<file path="src/rtl/two_choice_bucket_hash_table_unit_assert.svh">
// Assertion macros shared by the hash table RTL.
`ifndef TWO_CHOICE_BUCKET_HASH_TABLE_UNIT_ASSERT_SVH
`define TWO_CHOICE_BUCKET_HASH_TABLE_UNIT_ASSERT_SVH

// The consequent must hold in the same cycle as the antecedent.
`define TCBH_ASSERT_SAME(label, clk, rst_n, ante, cons, msg) \
	label: assert property (@(posedge clk) disable iff (!rst_n) (ante) |-> (cons)) \
		else $error(msg);

// The consequent must hold in the cycle after the antecedent.
`define TCBH_ASSERT_NEXT(label, clk, rst_n, ante, cons, msg) \
	label: assert property (@(posedge clk) disable iff (!rst_n) (ante) |=> (cons)) \
		else $error(msg);

`endif

</file>
<file path="src/rtl/tcbh_pkg.sv">
// Shared constants and types of the two-choice bucket hash table.
package tcbh_pkg;

	localparam int NUM_BUCKETS_DEF  = 256;
	localparam int BUCKET_SLOTS_DEF = 4;
	localparam int KEY_W            = 64;
	localparam int VAL_W            = 64;
	localparam int TOTAL_W          = 32;
	localparam int CFG_W            = 9;

	localparam logic [CFG_W-1:0] NBKT_RST = 9'd256;

	localparam logic [63:0] FMIX_C1    = 64'hFF51AFD7ED558CCD;
	localparam logic [63:0] FMIX_C2    = 64'hC4CEB9FE1A85EC53;
	localparam int          FMIX_SHIFT = 33;

	localparam logic FUNC_LOOKUP = 1'b0;
	localparam logic FUNC_INSERT = 1'b1;

	localparam logic REG_NBKT = 1'b0;

	typedef enum logic [2:0] {
		ST_MISS    = 3'd0,
		ST_HIT     = 3'd1,
		ST_UPDATED = 3'd2,
		ST_PLACED  = 3'd3,
		ST_DROPPED = 3'd4
	} status_t;

endpackage

</file>
<file path="src/rtl/tcbh_hash.sv">
// Bucket hash unit: two fmix64 rounds and two range reductions on one shared multiplier.
module tcbh_hash import tcbh_pkg::*; #(
	parameter int NUM_BUCKETS = NUM_BUCKETS_DEF,
	localparam int BW = (NUM_BUCKETS > 1) ? $clog2(NUM_BUCKETS) : 1,
	localparam int NW = $clog2(NUM_BUCKETS + 1)
) (
	input  logic             clk,
	input  logic             arst_n,
	input  logic             start,
	input  logic [KEY_W-1:0] key,
	input  logic [NW-1:0]    n,
	output logic             done,
	output logic [BW-1:0]    bkt_a,
	output logic [BW-1:0]    bkt_b
);

	typedef enum logic [3:0] {
		H_IDLE, H_M1A, H_M1B, H_M1C, H_X1, H_M2A, H_M2B, H_M2C, H_X2,
		H_RALO, H_RAHI, H_RBLO, H_RBHI, H_ADJ
	} hstate_t;

	hstate_t     state_q;
	logic        pass_q;
	logic        done_q;
	logic [63:0] key_q;
	logic [NW-1:0] n_q;
	logic [63:0] x_q;
	logic [63:0] acc_q;
	logic [63:0] mix_a_q;
	logic [BW-1:0] ba_q;
	logic [BW-1:0] bb_q;

	logic [31:0] mul_a;
	logic [31:0] mul_b;
	logic [63:0] prod;
	logic [63:0] acc_mix;
	logic [63:0] y;
	logic [63:0] y_pre;
	logic [63:0] mid;
	logic        ba_last;

	always_comb begin
		mul_a = '0;
		mul_b = '0;
		unique case (state_q)
			H_M1A: begin mul_a = x_q[31:0];      mul_b = FMIX_C1[31:0];  end
			H_M1B: begin mul_a = x_q[63:32];     mul_b = FMIX_C1[31:0];  end
			H_M1C: begin mul_a = x_q[31:0];      mul_b = FMIX_C1[63:32]; end
			H_M2A: begin mul_a = x_q[31:0];      mul_b = FMIX_C2[31:0];  end
			H_M2B: begin mul_a = x_q[63:32];     mul_b = FMIX_C2[31:0];  end
			H_M2C: begin mul_a = x_q[31:0];      mul_b = FMIX_C2[63:32]; end
			H_RALO: begin mul_a = mix_a_q[31:0];  mul_b = 32'(n_q); end
			H_RAHI: begin mul_a = mix_a_q[63:32]; mul_b = 32'(n_q); end
			H_RBLO: begin mul_a = x_q[31:0];      mul_b = 32'(n_q); end
			H_RBHI: begin mul_a = x_q[63:32];     mul_b = 32'(n_q); end
			default: ;
		endcase
	end

	assign prod    = {32'b0, mul_a} * {32'b0, mul_b};
	assign acc_mix = acc_q ^ (acc_q >> FMIX_SHIFT);
	assign y       = key_q ^ acc_mix;
	assign y_pre   = y ^ (y >> FMIX_SHIFT);
	assign mid     = prod + (acc_q >> 32);
	assign ba_last = (32'(ba_q) == (32'(n_q) - 32'd1));

	always_ff @(posedge clk or negedge arst_n) begin
		if (!arst_n) begin
			state_q <= H_IDLE;
			pass_q  <= 1'b0;
			done_q  <= 1'b0;
		end else begin
			done_q <= 1'b0;
			unique case (state_q)
				H_IDLE: begin
					if (start) begin
						key_q   <= key;
						n_q     <= n;
						x_q     <= key ^ (key >> FMIX_SHIFT);
						pass_q  <= 1'b0;
						state_q <= H_M1A;
					end
				end
				H_M1A: begin
					acc_q   <= prod;
					state_q <= H_M1B;
				end
				H_M1B: begin
					acc_q   <= acc_q + {prod[31:0], 32'b0};
					state_q <= H_M1C;
				end
				H_M1C: begin
					acc_q   <= acc_q + {prod[31:0], 32'b0};
					state_q <= H_X1;
				end
				H_X1: begin
					x_q     <= acc_mix;
					state_q <= H_M2A;
				end
				H_M2A: begin
					acc_q   <= prod;
					state_q <= H_M2B;
				end
				H_M2B: begin
					acc_q   <= acc_q + {prod[31:0], 32'b0};
					state_q <= H_M2C;
				end
				H_M2C: begin
					acc_q   <= acc_q + {prod[31:0], 32'b0};
					state_q <= H_X2;
				end
				H_X2: begin
					// The first round yields mixA; the second mixes key ^ mixA for bucket B.
					if (!pass_q) begin
						mix_a_q <= acc_mix;
						x_q     <= y_pre;
						pass_q  <= 1'b1;
						state_q <= H_M1A;
					end else begin
						x_q     <= acc_mix;
						state_q <= H_RALO;
					end
				end
				H_RALO: begin
					acc_q   <= prod;
					state_q <= H_RAHI;
				end
				H_RAHI: begin
					ba_q    <= mid[32 +: BW];
					state_q <= H_RBLO;
				end
				H_RBLO: begin
					acc_q   <= prod;
					state_q <= H_RBHI;
				end
				H_RBHI: begin
					bb_q    <= mid[32 +: BW];
					state_q <= H_ADJ;
				end
				H_ADJ: begin
					if (bb_q == ba_q) begin
						bb_q <= ba_last ? '0 : ba_q + BW'(1);
					end
					done_q  <= 1'b1;
					state_q <= H_IDLE;
				end
				default: state_q <= H_IDLE;
			endcase
		end
	end

	assign done  = done_q;
	assign bkt_a = ba_q;
	assign bkt_b = bb_q;

endmodule

</file>
<file path="config.mk">
export PLATFORM = sky130hd
export DESIGN_NAME = tcbh_hash
export DESIGN_NICKNAME = d
export VERILOG_FILES = /design/src/rtl/two_choice_bucket_hash_table_unit_assert.svh /design/src/rtl/tcbh_pkg.sv /design/src/rtl/tcbh_hash.sv
export SDC_FILE = /design/constraint.sdc
export NUM_CORES = 2
export LEC_CHECK = 0
export BUFFER_PORTS_ARGS = -buffer_cell sky130_fd_sc_hd__buf_2
export CORE_MARGIN = 4
export CORE_UTILIZATION = 65
export DETAILED_ROUTE_END_ITERATION = 10
export PLACE_DENSITY = 0.79
export REMOVE_ABC_BUFFERS = 1
export SYNTH_ARGS = -nofsm -noshare
export SYNTH_HDL_FRONTEND = slang
export SYNTH_SLANG_ARGS = --single-unit
</file>
<file path="constraint.sdc">
create_clock -name clk -period 13.6 [get_ports clk]
set_clock_uncertainty 0.15 [all_clocks]
set_input_delay 2.72 -clock clk [delete_from_list [all_inputs] [get_ports clk]]
set_output_delay 2.72 -clock clk [all_outputs]
set_load 0.05 [all_outputs]
</file>
# After elaboration in Yosys (flattened, before gate mapping)
# Index checks and enable logic that the tools add are counted.
[word_totals] out_inout_bits=17 ff_bits=287 inputBits=76 wordCells=71
[classes] n_mul=1 add_sub_neg=4 n_eq_ne=17 reduce_logical=19 bitwise_logic=5 muxes=15
[op_table] operator="$pmux 64 s3" n=1
[op_table] operator="$xor 64x31->64" n=3
[op_table] operator="$pmux 32 s5" n=1
[op_table] operator="$mux 64" n=2
[op_table] operator="$pmux 32 s4" n=1
[op_table] operator="$pmux 64 s2" n=1
[op_table] operator="$add 64x64->64" n=1
[op_table] operator="$mul 32x32->64" n=1
[op_table] operator="$xor 64x64->64" n=1
[op_table] operator="$pmux 4 s13" n=1
[op_table] operator="$add 40x32->40" n=1
[op_table] operator="$eq 8x32->1" n=1
[op_table] operator="$eq 4x4->1 const B" n=6
[op_table] operator="$eq 4x3->1 const B" n=4
[op_table] operator="$mux 8" n=2
[op_table] operator="$pmux 8 s2" n=1
[op_table] operator="$reduce_and 3->1" n=4
[op_table] operator="$reduce_or 4->1" n=3
[op_table] operator="$sub 9x1->10 const B" n=1
[op_table] operator="$add 8x1->8 const B" n=1
[op_table] operator="$eq 4x2->1 const B" n=2
[op_table] operator="$eq 8x8->1" n=1
[op_table] operator="$mux 4" n=2
[op_table] operator="$reduce_and 2->1" n=3
[op_table] operator="11 further kinds" n=16

# Depth between registers and ports, before layout
[depth] word_depth=6 ltp_mapped=46 mapped_depth_nobuf=43

# Worst setup path after synthesis
# Ideal clock, no wire load.
[synth_path] kind="register to register" start="register state_q[0]" end="register bb_q[7] (netlist: bkt_b[7]) (data pin)" setup_time_ns=0.293 path_stages_with_launch=45 period_less_slack_ns=10.364 slack_ns=3.236 n_path_buf=7 required_ns=13.157 t_arrival_ns=9.921 path_cell_list="dfrtp_1 -> clkbuf_1 -> nor2b_1 -> clkbuf_1 -> or2_0 -> clkbuf_1 -> buf_2 -> buf_1 -> a221oi_1 -> clkbuf_1 -> nor2_1 -> fa_1 -> inv_1 -> fa_1 -> inv_1 -> fa_1 -> inv_1 -> fa_1 -> [... 9 more ...] -> a221oi_1 -> o21a_1 -> a21oi_1 -> nor2_1 -> o21ai_0 -> xor2_1 -> ha_1 -> clkbuf_1 -> nand2_1 -> nor3_1 -> o31ai_1 -> nor3_1 -> a211oi_1 -> o211a_1 -> nor3b_2 -> nor4b_4 -> xnor2_1 -> o22ai_1"
[synth_via] elab_chain_len=6 elab_cells_between_ends=21
[synth_lines] element="from (decl)" line_no="tcbh_hash.sv:22" text="hstate_t state_q;"
[synth_lines] element="from (signal assigned)" line_no="tcbh_hash.sv:69" text="state_q <= H_IDLE;"
[synth_lines] element="from (signal assigned)" line_no="tcbh_hash.sv:81" text="state_q <= H_M1A;"
[synth_lines] element="from (signal assigned)" line_no="tcbh_hash.sv:86" text="state_q <= H_M1B;"
[synth_lines] element="$eq 4x4->1, or another cell as far along" line_no="tcbh_hash.sv:45" text="unique case (state_q)"
[synth_lines] element="$reduce_or 5->1 (no line), or another cell as far along"
[synth_lines] element="$pmux 32 s4 / $pmux 32 s5 (equally long branches)" line_no="tcbh_hash.sv:45"
[synth_lines] element="$mul 32x32->64" line_no="tcbh_hash.sv:60" text="assign prod = {32'b0, mul_a} * {32'b0, mul_b};"
[synth_lines] element="$add 40x32->40" line_no="tcbh_hash.sv:64" text="assign mid = prod + (acc_q >> 32);"
[synth_lines] element="$pmux 8 s2 *" line_no="tcbh_hash.sv:74" text="unique case (state_q)"
[synth_lines] element="to (signal assigned)" line_no="tcbh_hash.sv:137" text="bb_q <= mid[32 +: BW];"
[synth_lines] element="to (signal assigned)" line_no="tcbh_hash.sv:142" text="bb_q <= ba_last ? '0 : ba_q + BW'(1);"
[synth_lines] element="to (decl)" line_no="tcbh_hash.sv:31" text="logic [BW-1:0] bb_q;"
# Every way passes the cells marked *; elsewhere a longest branch is shown, timed or not.
# A chain may end at the register's enable or synchronous reset.

# Final worst setup path
[layout_path] start="register state_q[3]" end="register bb_q[7] (netlist: bkt_b[7]) (data pin)"
# Same word-level chain as after synthesis.

==> impl_metrics.yaml <==
status:
  outcome: "finished clean"
cells_and_area:
  fill_cells: 5290
  drive_above_1_share: 0.0619
  final_nets: 6077
  area_growth_pct: 5.91
  utilization: 0.700
  post-route-cell-area_sq_um: 49400
timing:
  slew_viol_final: 0
  max_slew.worst_pin.slew_ns: 1.42
  period_needed_ns: 12.57
  setup_viol: 0
  fin_crit_sh: 0.924
  fmaxAchievable_mhz: 79.6
  maxSlewHeadroom: 0.0514
  hold_viol_final: 0
  setup_ws_ns: 1.03
  rsz0062_at_grt: "false"
  fin_tns_setup_ns: 0
synth:
  ys_ff_latch: 287
  syn_area_sq_um: 46600
  async_reset_ff_frac: 0.0209
  synth_edf_count: 281
  synth_cells: 4794
  yosysWarnings: 0
  dominantRegCellSynth: "edfxtp_1"
  syn_area_per_cell_sq_um: 9.72
  ys_seq_area_frac: 0.184
  ys_types: 84
clock_tree:
  clockBufferDepth: 3
  cts_inserted_buffers: 30
  cts_sinks: 287
  clk_pin_slew_worst_paths_ns: 0.06
  cts.repair.resized: 0
  holdBufCountCts: 0
  clk_latency_ns: 0.60
  cts_setup_buffers: 0
  root_buffer: "clkbuf_16"
  cts-htree-levels: 1
  tritoncts: "built"
placed_design:
  numPortBuffers: 92
  dp_hpwl_mm: 124
  gp_congestion: 1.07
  placed_area_sq_um: 48400
  post-place-ws_ns: 1.45
worst_setup_path:
  max_stage_delay_ns: 0.88
  end_kind: "flip-flop"
  worst-path-buf-inv: 6
  crit_slowest_cell: "a21oi_4"
  crit_arrival_ns: 12.69
  critical-path-top-delay-family: "adder cells"
  cp_max_fo: 32
  worstSetupPathType: "reg -> reg"
  cp.required_ns: 13.72
  startpoint_type: "flip-flop"
global_route:
  grtUsageTotal: 0.404
  grt_pass1_vias: 37100
  globalRoute.totalOverflow: 0
  grt_max_degree: 65
  grt_pass1_wl_mm: 227
  antenna_found_initial: 0
detailed_routing:
  vias: 36200
  first_pass_iters: 7
  dr.first_iter.drc_count: 4845
  vias_per_cell: 6.26
  wl_per_cell_microns: 25.9
  wl_mm: 150
  drtAntennaViolNets: 0
  drc: 0
floorplanning:
  rows: 97
  die_w_microns: 276
  initial_core_util: 0.661
  dieArea_sq_um: 76000
  die_y_microns: 276
  io_pins: 93
  core-area_sq_um: 70500
hold_path:
  min_path_type: "reg -> reg"
run:
  maxCapViolCount: 0
## layout by cell type, fill, tap and decap left out, drive strengths merged, types with 18 or more instances in the layout
| master | n |
|---|---|
| xnor2 | 136 |
| and2 | 40 |
| fa | 860 |
| a221o | 64 |
| nor2 | 482 |
| ha | 331 |
| edfxtp | 281 |
| nand4 | 20 |
| clkbuf | 40 |
| nand3 | 38 |
| xor2 | 126 |
| a21o | 55 |
| a22o | 35 |
| nor3 | 61 |
| a22oi | 38 |
| a21oi | 125 |
| and3 | 18 |
| o21ai | 155 |
| buf | 177 |
| a221oi | 39 |
| nor3b | 21 |
| inv | 1055 |
| a31oi | 20 |
| nand2 | 386 |
| nand2b | 22 |
## state kept, by name (all words and copies together), names as in the netlist
register and flops:
acc_q 64, bkt_a 8, bkt_b 8, done 1, key_q 64, mix_a_q 64
n_q 9, pass_q 1, state_q 4, x_q 64
## routing by layer
metal / wire length (microns) / share of wire / GRT usage / vias up
li1: - / - / - / 15200
met1: 54500 / 0.36 / 0.556 / 17900
met2: 63600 / 0.42 / 0.598 / 2579
met3: 22500 / 0.15 / 0.132 / 531
met4: 9090 / 0.061 / 0.170 / 0
met5: 0 / 0 / 0 / -
## cell usage after synthesis (all sizes together) (14+ instances only)
| cell type | count | share of area |
|---|---|---|
| o21a | 14 | 0.0023 |
| a21o | 55 | 0.0089 |
| and2 | 40 | 0.0054 |
| nor2b | 15 | 0.0020 |
| o21ai | 155 | 0.017 |
| inv | 1053 | 0.085 |
| nor3b | 21 | 0.0036 |
| nor2 | 482 | 0.039 |
| a21oi | 125 | 0.014 |
| xor2 | 126 | 0.024 |
| ha | 331 | 0.089 |
| nor3 | 61 | 0.0068 |
| a22oi | 38 | 0.0061 |
| nand3 | 38 | 0.0041 |
| o21bai | 14 | 0.0023 |
| nand2b | 22 | 0.0030 |
| a221o | 64 | 0.014 |
| clkbuf | 168 | 0.014 |
| a31oi | 20 | 0.0031 |
| fa | 860 | 0.37 |
| a211oi | 14 | 0.0024 |
| edfxtp | 281 | 0.18 |
| a221oi | 39 | 0.0075 |
| xnor2 | 136 | 0.026 |
| and3 | 18 | 0.0024 |
| a22o | 35 | 0.0066 |
| nand2 | 386 | 0.031 |
| o22ai | 14 | 0.0019 |
| nand4 | 20 | 0.0028 |
| buf | 25 | 0.0026 |
## kinds of logic (layout without fill, tap and decap cells)
| group | after synthesis | count (layout) | synth area share |
|---|---|---|---|
| buffers and inverters | 1246 | 1286 | 0.101 |
| XOR/XNOR | 262 | 262 | 0.0496 |
| multiplexers | 9 | 9 | 0.00193 |
| AND/OR/NAND/NOR | 1143 | 1143 | 0.107 |
| other | 0 | 1 | 0 |
| adder cells (fa/ha/maj) | 1192 | 1192 | 0.458 |
| flip-flops | 287 | 287 | 0.184 |
| AO/OA/AOI/OAI | 655 | 655 | 0.0975 |
## final timing paths
check,startpoint,to,slack [ns],cells past startpoint
min in group asynchronous,arst_n,pass_q,1.90,1
setup reg to reg,state_q[3],bkt_b[7],1.03,39
max in group asynchronous,arst_n,state_q[0],11.13,1
hold reg to reg,acc_q[32],mix_a_q[32],0.42,0
hold / removal,acc_q[32],mix_a_q[32],0.42,0
setup / recovery,state_q[3],bkt_b[7],1.03,39
## area by class of cell
class	count	area (sq um)	area share
antenna	1	2.50	0.0000507
clock buffer	40	808	0.0164
clock inverter	16	168	0.00340
inverter	1053	3950	0.0801
multi-input combinational	3261	33600	0.680
sequential	287	8590	0.174
tap	940	1180	0.0238
timing repair buffer	177	1100	0.0223
## metrics by stage
stage,cells,hold slack [ns]
final,5775,0.417
after global routing,5774,0.431
after CTS,5773,0.403
after detailed placement,5717,0.389
after global placement,5717,0.374
after floorplan,4601,0.300
Power is left out: the tool's default activity adds up to more than one toggle a clock period on the data nets, which glitch-free logic cannot reach.
